[config.mk]
export PLATFORM = sky130hd
export DESIGN_NAME = mcc_ram
export DESIGN_NICKNAME = d
export VERILOG_FILES = /design/src/rtl/mcc_ram.sv
export SDC_FILE = /design/constraint.sdc
export NUM_CORES = 1
export LEC_CHECK = 0
export BUFFER_PORTS_ARGS = -buffer_cell sky130_fd_sc_hd__buf_4
export CAP_MARGIN = 20
export CORE_MARGIN = 2
export CORE_UTILIZATION = 62
export DETAILED_ROUTE_END_ITERATION = 10
export PLACE_DENSITY = 0.75
export SYNTH_ARGS = -nofsm -noshare
export SYNTH_HDL_FRONTEND = slang
export SYNTH_SLANG_ARGS = --single-unit
[constraint.sdc]
create_clock -name clk -period 3.01 [get_ports clk]
set_clock_uncertainty 0.2 [all_clocks]
set_input_delay 0.602 -clock clk [delete_from_list [all_inputs] [get_ports clk]]
set_output_delay 0.602 -clock clk [all_outputs]
set_load 0.005 [all_outputs]
[src/rtl/mcc_ram.sv]
// ----------------------------------------------------------------------------
// mcc_ram
// Generic single-write, single-read RAM with registered read data.
// ----------------------------------------------------------------------------
module mcc_ram #(
  parameter int WIDTH = 8,
  parameter int DEPTH = 64,
  localparam int AW = (DEPTH > 1) ? $clog2(DEPTH) : 1
) (
  input  logic             clk,
  input  logic             we,
  input  logic [AW-1:0]    waddr,
  input  logic [WIDTH-1:0] wdata,
  input  logic [AW-1:0]    raddr,
  output logic [WIDTH-1:0] rdata
);

  logic [WIDTH-1:0] mem [DEPTH];

  // write port and registered read port
  always_ff @(posedge clk) begin
    if (we) begin
      mem[waddr] <= wdata;
    end
    rdata <= mem[raddr];
  end

endmodule

# == Word-level counts from Yosys, hierarchy flattened ==
# Memories as Yosys holds them, arrays and structs flattened. A register that Yosys moved wholly into a read port is not among the register bits.
# Cells that the tools add are included.
# word_totals
input_bits,22
regBits,0
word_cells,3
ramBits,512
mem_count,1
output_inout_bits,8
# mem_list
name,depth,width,read_ports,rd_ports_with_merged_regs,write_ports,line_no,rtl
mem,64,8,1,1,1,18,logic [WIDTH-1:0] mem [DEPTH];
# op_classes
muxes,2
# op_table
op,count
$mux W1,2

# == Depth between registers and ports, before layout ==
# logic_depth
ltp_word,2
ltp_mapped,9
mapped_depth_nobuf,5

# == Worst setup path before layout ==
# Ideal clock, no wire load.
# synth_path
path_type,in2reg
start,input raddr[1]
end,register rdata[3] (read register of mem)
setup_ns,0.128
t_arrival_ns,2.142
cell_stages,7
t_required_ns,2.682
setup_slack_ns,0.540
n_path_buf,3
path_cell_list,buf_4 buf_2 buf_2 mux4_2 mux4_2 o21ai_1 o41ai_1
# synth_lines
item,line_no,rtl
from (decl),14,"input logic [AW-1:0] raddr,"
to (decl),15,output logic [WIDTH-1:0] rdata

==> impl_metrics.json <==
{
  "outcome": "finished, final reports clean",
  "root_buffer": "sky130_fd_sc_hd__clkbuf_16",
  "grt_overflow": 0,
  "first_global_vias": 10100,
  "ioPinCount": 30,
  "powerDensity_nw_per_um2": 626,
  "worstSkewPairLatency_ps": 560,
  "dp_worst_setup_slack_ps": -48.3,
  "mostFrequentLayoutCell": "sky130_fd_sc_hd__edfxtp_1",
  "synthTopCellsByArea": "sky130_fd_sc_hd__edfxtp_1 (76%), sky130_fd_sc_hd__mux4_2 (14%), sky130_fd_sc_hd__nor2_1 (1.5%)",
  "path_max_fanout": 15,
  "initial_core_util_pct": 62.5,
  "post-dp-hpwl_um": 27500,
  "antenna_violating_nets_left": 0,
  "maxCapViolations": 0,
  "fmaxAchievable_mhz": 395,
  "min-delay-start": "raddr[5]",
  "static-leakage-power_nw": 7.36,
  "clkTransAtPathRegs_ps": 60,
  "post_syn_area_per_cell_um2": 21.5,
  "post-route-period-util_pct": 84.1,
  "clock_sinks": 520,
  "crit-reg2reg-capture": "rdata[4]",
  "ff2ff_setup_slack_ps": 490,
  "synth_ff_type": "sky130_fd_sc_hd__edfxtp_1",
  "setup_ws_ps": 477,
  "drc_marker_count_from_the_first_detailed_route_iteration": 1273,
  "synth.distinct_cells": 40,
  "gp_congestion": 0.842,
  "period_needed_ps": 2530,
  "max_transition_margin_pct": 51.4,
  "synth_top_cell_by_area": "sky130_fd_sc_hd__edfxtp_1",
  "ys_seq_area_share_pct": 77.0,
  "maxSlewViolCount": 0,
  "final_cell_mix": "sky130_fd_sc_hd__edfxtp_1 (512), sky130_fd_sc_hd__mux4_2 (126), sky130_fd_sc_hd__buf_4 (124), sky130_fd_sc_hd__nor2_1 (83), sky130_fd_sc_hd__clkbuf_16 (50)",
  "post_cts_buffers": 0,
  "grt_setup_unrepaired": "no",
  "crit-reg2reg-launch": "mem[21][4]",
  "antenna_violations_before_repair": 1,
  "floorplan.core_area_um2": 32300,
  "synth_fp_nets": 962,
  "worst_hold_slack_ps": 221,
  "maximum_number_of_pins_on_one_net_before_global_route_repair": 65,
  "report.final.hold_viol_count": 0,
  "num-nets-final": 1095,
  "design_power_total_mw": 14.4,
  "worst-r2r-cell-count": 5,
  "count_of_endpoints_failing_setup_in_the_final_report": 0,
  "worst_setup_path_end_kind": "flop",
  "portBuffers": 29,
  "drc_violations": 0,
  "cts_made_buffers": 50,
  "htree_num_levels": 2,
  "final_layout_size_suffix_gt1_share_pct": 30.0,
  "ctsLongestPathBuffers": 3,
  "grt_first_pass_wirelength_um": 65700,
  "firstDrtPassIters": 5,
  "routed_via_density": 6.50,
  "ctsHoldBuffers": 0,
  "yosys_warnings": 0,
  "grt_usage_pct": 27.2,
  "asr_flop_ratio_synth_pct": 0,
  "crit_arrival_ps": 2740,
  "critical_path_origin": "raddr[0]",
  "wirelength_um": 44300,
  "die_y_um": 184,
  "tritoncts_clock_tree": "yes",
  "worst_ir_drop_vdd_v": 0.000648,
  "num_rows": 66,
  "cells_after_synth": 940,
  "worstPathRequired_ps": 3220,
  "design.die.area_um2": 34000,
  "dieWidth_um": 184,
  "wl_per_cell_um": 28.6,
  "class_of_the_tightest_hold_or_removal_check": "in2reg",
  "netlist_area_um2": 20200,
  "stdcell_count": 1551,
  "synth-edff-count": 512,
  "syn_to_final_growth_pct": 13.6,
  "antenna_cells_inserted": 0,
  "timing.critical_path.from_type": "primary input",
  "final_util_pct": 71.0,
  "critical_path_class": "in2reg",
  "post_cts_gate_resize_count": 0,
  "dr_vias": 10100,
  "synth_largest_type_area_fraction_pct": 76.2,
  "post-place-cells": 1463,
  "synth.ff_latch_count": 520,
  "worst_slew_pin_slew_ps": 728,
  "setup.worst_path.end": "rdata[4]"
}
## metal layers
metal | GRT usage (%) | wire [um] | vias to the layer above
met3 | 4.74 | 3590 | 97
met4 | 9.79 | 1590 | 2
met1 | 40.1 | 17800 | 5275
met5 | 0 | 8 | -
li1 | - | - | 4205
met2 | 42.0 | 21300 | 495
## power by group
group	internal, mW	switching [mW]
logic	0.314	0.458
clock network	3.04	2.49
registers	8.02	0.0312
## worst min-delay path by stage
| stage | end | slack [ps] | cells after the start |
|---|---|---|---|
| 2_1_floorplan | mem[0][0] | 500 | 0 |
| 3_3_place_gp | rdata[6] | 610 | 3 |
| 3_5_place_dp | rdata[2] | 650 | 4 |
| 4_1_cts | rdata[5] | 190 | 2 |
| 5_1_grt | rdata[3] | 210 | 2 |
| 6_report | rdata[5] | 220 | 2 |
## registers in the layout (all words and copies together), names as in the netlist
name   flops
rdata      8
mem      512
## final cells by class
| type | instances | area (um^2) |
|---|---|---|
| timing repair buffer | 132 | 1080 |
| fill | 1916 | 9380 |
| tap | 442 | 553 |
| clock inverter | 26 | 129 |
| multi-input combinational | 369 | 4320 |
| clock buffer | 62 | 1300 |
| sequential | 520 | 15500 |
## synth_stat cells, types with 8 or more instances
library cell                 n
sky130_fd_sc_hd__edfxtp_1  512
sky130_fd_sc_hd__mux4_2    126
sky130_fd_sc_hd__nor2_1     83
sky130_fd_sc_hd__mux2i_1    23
sky130_fd_sc_hd__nand2_1    19
sky130_fd_sc_hd__clkbuf_1   17
sky130_fd_sc_hd__nor2b_1    14
sky130_fd_sc_hd__buf_4      13
sky130_fd_sc_hd__mux2_2     13
sky130_fd_sc_hd__nand3_1    13
sky130_fd_sc_hd__buf_2      11
sky130_fd_sc_hd__dfxtp_1     8
sky130_fd_sc_hd__o221ai_1    8
sky130_fd_sc_hd__o22ai_1     8
## cells by family after synthesis
| logic type | count (synthesis) | share of synthesized area (%) |
|---|---|---|
| compound gates | 54 | 2.07 |
| buf+inv | 51 | 1.57 |
| flops | 520 | 77.0 |
| mux | 162 | 15.9 |
| simple gates | 153 | 3.39 |
## worst max-delay path: stages
cell and delay, ps:
sky130_fd_sc_hd__clkbuf_8 250, sky130_fd_sc_hd__mux4_2 540, sky130_fd_sc_hd__mux2_2 270, sky130_fd_sc_hd__o221a_2 280
sky130_fd_sc_hd__nor3_1 590, sky130_fd_sc_hd__o32ai_1 180
## per-stage QoR
stage	instance area, um^2	TNS, ps
floorplan	20200	0
global placement	21500	0
detailed placement	21500	-48.3
CTS	22900	0
global route	22900	0
finish	22900	0
Note: power is estimated with default switching activity, not from simulation.
