--- config.mk ---
export PLATFORM = sky130hd
export DESIGN_NAME = mcc_isqrt
export DESIGN_NICKNAME = d
export VERILOG_FILES = /design/src/rtl/mcc_pkg.sv /design/src/rtl/mcc_isqrt.sv
export SDC_FILE = /design/constraint.sdc
export NUM_CORES = 2
export LEC_CHECK = 0
export BUFFER_PORTS_ARGS = -buffer_cell sky130_fd_sc_hd__buf_2
export CORE_ASPECT_RATIO = 1.4
export CORE_MARGIN = 2
export CORE_UTILIZATION = 56
export CTS_CLUSTER_SIZE = 30
export DETAILED_ROUTE_END_ITERATION = 8
export PLACE_DENSITY = 0.8
export SYNTH_ARGS = -nofsm -noshare
export SYNTH_HDL_FRONTEND = slang
export SYNTH_SLANG_ARGS = --single-unit
--- constraint.sdc ---
create_clock -name clk -period 2.81 [get_ports clk]
set_input_delay 0 -clock clk [delete_from_list [all_inputs] [get_ports clk]]
set_output_delay 0 -clock clk [all_outputs]
set_load 0.01 [all_outputs]
--- src/rtl/mcc_pkg.sv ---
// ----------------------------------------------------------------------------
// mcc_pkg
// Shared types and constants for the minimum sphere-set clearance core.
// ----------------------------------------------------------------------------
package mcc_pkg;

  localparam int MAX_SET_A_DEF = 64;
  localparam int POS_W    = 24;
  localparam int RAD_W    = 16;
  localparam int CLR_W    = 27;
  localparam int ROOT_W   = 25;
  localparam int SQ_W     = 2 * ROOT_W;
  localparam int RSUM_W   = RAD_W + 1;
  localparam int ENTRY_W  = 3 * POS_W + RAD_W;

  localparam logic signed [CLR_W-1:0] MIN_POS_MAX = {1'b0, {(CLR_W-1){1'b1}}};

  localparam logic [1:0] REQ_CLEAR  = 2'd0;
  localparam logic [1:0] REQ_APPEND = 2'd1;
  localparam logic [1:0] REQ_SET_B  = 2'd2;

  typedef struct packed {
    logic [1:0]              req_type;
    logic signed [POS_W-1:0] pos_x;
    logic signed [POS_W-1:0] pos_y;
    logic signed [POS_W-1:0] pos_z;
    logic [RAD_W-1:0]        radius;
    logic                    last_b;
  } in_t;

  typedef struct packed {
    logic signed [CLR_W-1:0] min_clearance;
    logic                    has_pairs;
    logic                    set_a_overflowed;
  } out_t;

endpackage

--- src/rtl/mcc_isqrt.sv ---
// ----------------------------------------------------------------------------
// mcc_isqrt
// Pipelined floor integer square root, one result bit per stage, with a
// sideband tag carried alongside.
// ----------------------------------------------------------------------------
module mcc_isqrt #(
  parameter int TAG_W = 1
) (
  input  logic                            clk,
  input  logic                            rst_n,
  input  logic                            in_vld,
  input  logic [mcc_pkg::SQ_W-1:0]        in_n,
  input  logic [TAG_W-1:0]                in_tag,
  output logic                            out_vld,
  output logic [mcc_pkg::ROOT_W-1:0]      out_root,
  output logic [TAG_W-1:0]                out_tag
);

  localparam int RW  = mcc_pkg::ROOT_W;
  localparam int NW  = mcc_pkg::SQ_W;
  localparam int REMW = RW + 1;

  logic [NW-1:0]   n_r    [RW];
  logic [REMW-1:0] rem_r  [RW];
  logic [RW-1:0]   root_r [RW];
  logic [TAG_W-1:0] tag_r [RW];
  logic [RW-1:0]   vld_r;

  for (genvar s = 0; s < RW; s++) begin : g_stage
    logic [NW-1:0]   n_p;
    logic [REMW-1:0] rem_p;
    logic [RW-1:0]   root_p;
    logic [TAG_W-1:0] tag_p;
    logic            vld_p;
    logic [REMW+1:0] rs;
    logic [REMW+1:0] trial;
    logic            take;

    if (s == 0) begin : g_first
      assign n_p    = in_n;
      assign rem_p  = '0;
      assign root_p = '0;
      assign tag_p  = in_tag;
      assign vld_p  = in_vld;
    end else begin : g_next
      assign n_p    = n_r[s-1];
      assign rem_p  = rem_r[s-1];
      assign root_p = root_r[s-1];
      assign tag_p  = tag_r[s-1];
      assign vld_p  = vld_r[s-1];
    end

    // bring down two bits, try subtracting 4*root+1
    assign rs    = {rem_p, n_p[NW-1 -: 2]};
    assign trial = {1'b0, root_p, 2'b01};
    assign take  = (rs >= trial);

    always_ff @(posedge clk) begin
      if (!rst_n) begin
        vld_r[s] <= 1'b0;
      end else begin
        vld_r[s] <= vld_p;
      end
    end

    always_ff @(posedge clk) begin
      n_r[s]    <= {n_p[NW-3:0], 2'b00};
      rem_r[s]  <= take ? rs[REMW-1:0] - trial[REMW-1:0] : rs[REMW-1:0];
      root_r[s] <= {root_p[RW-2:0], take};
      tag_r[s]  <= tag_p;
    end
  end

  assign out_vld  = vld_r[RW-1];
  assign out_root = root_r[RW-1];
  assign out_tag  = tag_r[RW-1];

endmodule

# Word-level counts from Yosys, hierarchy flattened
# Memory sizes are Yosys's and may differ from the RTL's.
# Cells that the tools add are included.
# W data, S select, Z words.
# op_classes
n_addsub	25
n_lt_le_gt_ge	25
eq_ne	0
multipliers	0
bitwise	0
shift	0
n_mux	25
reduce_logical	0
div_mod_pow	0
# op_table
cell	n
$ge A28 B27 Y1	24
$mux W26	25
$sub A26 B26 Y26	24
$sub A2 B1 Y3 const B	1
$ge A2 B1 Y1 const B	1
# word_totals
ram_bits	2500
regBits	25
latch_bits	0
in_bits	54
out_inout_bits	27
n_memories	4
romBits	0
wordCells	104
# mem_list
name	words	word_bits	read_ports	rd_clocked_by_memory_dff	write_ports	line_no	source
n_r	25	48	24	0	25	mcc_isqrt.sv:23	logic [NW-1:0] n_r [RW];
rem_r	25	26	24	0	25	mcc_isqrt.sv:24	logic [REMW-1:0] rem_r [RW];
root_r	25	25	25	0	25	mcc_isqrt.sv:25	logic [RW-1:0] root_r [RW];
tag_r	25	1	25	0	25	mcc_isqrt.sv:26	logic [TAG_W-1:0] tag_r [RW];

# Longest topological paths before layout
# An unclocked memory read counts as a cell.
# logic_depth
depth_word	3
mapped_depth	13
mapped_depth_nobuf	11

# Worst setup path after synthesis
# Ideal clock, no wire load.
# synth_timing
kind	register to register
startpoint	memory root_r[5][1] (netlist name)
endpoint	memory rem_r[2][134] (netlist name)
period_less_slack_ns	2.793
arrival_time_ns	2.706
stages_incl_launch_ff	13
t_required_ns	2.723
slack_ns	0.017
n_path_buf	2
path_cell_list	dfxtp_1 -> inv_1 -> ha_1 -> o21ai_0 -> a21oi_1 -> o41a_1 -> a41o_1 -> o31a_1 -> a21boi_0 -> clkbuf_1 -> clkbuf_1 -> nand2_1 -> o31ai_1
# synth_rtl
element	line_no
from (decl)	mcc_isqrt.sv:25
to (decl)	mcc_isqrt.sv:24

==> impl_metrics.tcl <==
set metrics [dict create \
    drt_pass1_iterations 7 \
    period_share_pct 99.8 \
    clockRootBuffer "clkbuf_16" \
    synth-main-ff-cell "dfxtp_1" \
    post-route-util_pct 68.0 \
    max_stage_delay_ps 500 \
    min_to "g_stage[2].vld_p" \
    crit_buf_inv 2 \
    hp-start "rst_n" \
    vias 40354 \
    whs_path_depth 3 \
    drc 0 \
    post-synth-top-count-cell "dfxtp_1" \
    maxCapViolations 0 \
    power_density_mw_per_mm2 895 \
    drt_iter0_drc 1810 \
    drive_above_1_share_pct 14.9 \
    min_path_type "input pin to register" \
    antenna_found_initial 0 \
    status "completed" \
    fp.dieW_um 271 \
    synth-edff-count 0 \
    final_cell_count_no_fill 7478 \
    start_util_pct 56.4 \
    slew_headroom_pct 53.5 \
    synthCells 5439 \
    async_reset_ff_share_pct 0 \
    cpMaxStageDelayCell "a21oi_1" \
    synth_top_area_cell "dfxtp_1" \
    gp_congestion 0.982 \
    rsz0062_at_grt "yes" \
    ys_top_cells_by_area "dfxtp_1 (56%), ha_1 (7.9%), xnor2_1 (4.2%)" \
    synth.top_cell.area_share_pct 55.8 \
    avgRoutedWirePerCell_um 16.7 \
    required_ps 3470 \
    drt_wl_total_um 125000 \
    grt_pass1_wl_um 197000 \
    grt_overflow_total 0 \
    critPathKind "register to register" \
    skew_ps 54.9 \
    dp.cells 7090 \
    synthAdderAreaFrac_pct 7.85 \
    path_cells "inv_1 -> ha_1 -> o21a_1 -> o21ai_0 -> buf_4 -> a21oi_1 -> nand2_1 -> a211oi_1 -> or2_2 -> nor4b_2 -> xor2_1" \
    synth_seq_cells 1564 \
    final_nets 6455 \
    synth_xor_area_share_pct 7.48 \
    io_buffer_count 80 \
    synth.area.mux_share_pct 1.11 \
    r2r_start "root_r[3][0]" \
    crit_path_start_kind "register" \
    worstMarginPinSlew_ps 691 \
    grt_pass1_vias 41381 \
    track_usage_pct 23.7 \
    max-clock-path-buffers 3 \
    die_area_mm2 0.103 \
    path_max_fanout 5 \
    synth_commonest_cells "dfxtp_1 (1,564), inv_1 (428), a21oi_1 (363), nor2_1 (357), ha_1 (352)" \
    postRouteAntennaNets 0 \
    htreeDepth 4 \
    path_clk_slew_ps 60 \
    grt_max_degree 36 \
    max_freq_mhz 357 \
    synth_top_family_by_area "simple AND/OR/NAND/NOR gates" \
    yosysSeqAreaShare_pct 55.8 \
    cts_tree "done" \
    setup_viol 0 \
    area_delta_synth_final_pct 20.5 \
    num_rows 137 \
    coreArea_mm2 0.0994 \
    place_hpwl_um 86000 \
    clk_latency_ps 780 \
    hold_violations 0 \
    cp-startpoint "root_r[3][0]" \
    leakage_nw 31.8 \
    synth_compound_area_share_pct 11.6 \
    numCtsBuffers 140 \
    vdd_drop_max_mv 0.814 \
    avgSynthCellArea_um2 10.3 \
    slew_viol_final 0 \
    end_kind "register" \
    syn-num-nets 5845 \
    vias_per_cell 5.40 \
    ys_types 84 \
    yosysWarningCount 0 \
    syn_area_mm2 0.0561 \
    n_antenna_cell 0 \
    r2r_setup_slack_ps 5 \
    cts_sinks 1564 \
    rr_worst_depth 11 \
    cp.arrival_ps 3460 \
    ioPinCount 81 \
    rr_endpoint "rem_r[1][149]" \
    yosys.area_share.simple_pct 12.6 \
    die_h_um 378 \
    period_needed_ps 2800 \
    cpLargestDelayFamily "compound AO/OA/AOI/OAI gates" \
]
-- tightest hold or removal path: stages --
cell and delay, ps:
dlygate4sd3_1 530, buf_2 230, and2_1 170
-- worst max path at each step --
stage | cells past startpoint | to | slack, ps
floorplan | 12 | rem_r[2][134] | 20
global placement | 10 | rem_r[1][125] | -480
detailed placement | 10 | rem_r[1][125] | -510
CTS | 10 | rem_r[1][125] | -2
global route | 12 | rem_r[1][153] | -170
finish | 11 | rem_r[1][149] | 5
-- layout make-up --
type                            count  area (µm²)
Tap cell                         1320        1650
Clock inverter                     64         958
Clock buffer                      187        3940
Fill cell                        7126       31800
Inverter                          429        1610
Sequential cell                  1564       31300
Multi-Input combinational cell   3357       23700
Timing Repair Buffer              557        4490
-- stage by stage --
step	setup TNS [ps]	hold slack, ps	power, W	worst slack, ps	cell area, µm²
finish	0	212	0.0605	5.31	67600
global route	-1340	236	0.0633	-166	67600
CTS	-1.81	167	0.0603	-1.81	66800
detailed placement	-5730	104	0.0402	-507	60500
global placement	-4070	102	0.0398	-483	60500
floorplan	0	27.7	0.0363	17.1	56100
-- routing by layer --
layer,global-route usage (%),wire (µm),vias up
met2,48.5,69800,1005
met3,3.96,4290,483
met5,0,0,-
li1,-,-,19830
met1,20.5,41700,19036
met4,16.1,8750,0
-- report_power, final --
part           switching, W  total (W)  internal [W]
Clock               0.00846     0.0199        0.0114
Combinational       0.00625     0.0120       0.00580
Sequential          0.00266     0.0286        0.0259
Total                0.0174     0.0605        0.0431
-- sequential cells by signal, indices dropped and copies added (netlist names) --
| name | count |
|---|---|
| g_stage.vld_p | 24 |
| n_r | 600 |
| out_vld | 1 |
| rem_r | 589 |
| root_r | 325 |
| tag_r | 25 |
-- kinds of logic after synthesis --
family | count (synthesis)
adders and majority gates | 352
and+or+nand+nor | 1415
xor gates and xnor gates | 479
buffers and inverters | 518
muxes | 56
DFF | 1564
other | 1
AOI/OAI and AO/OA | 1054
-- what timing repair did --
| action | 4_1_cts | 5_1_grt |
|---|---|---|
| cloned | 3 | 2 |
| hold buffers | 107 | 0 |
| endpoints found under the setup margin | 75 | 267 |
| gates resized for setup | 53 | 157 |
| endpoints found under the hold margin | 77 | 0 |
| pin swaps | 6 | 36 |
| setup buffers | 7 | 20 |
-- placed cells by master (no fill, tap or decap), types with 107 or more instances in the layout --
master,instances
ha_1,345
dfxtp_1,1558
o21ai_0,224
inv_1,426
clkbuf_16,143
xor2_1,210
a21oi_1,344
xnor2_1,268
dlygate4sd3_1,107
nor2_1,354
buf_4,349
nand3_1,115
nor3_1,126
nand2_1,302
Power figures use the tool's default switching activity.
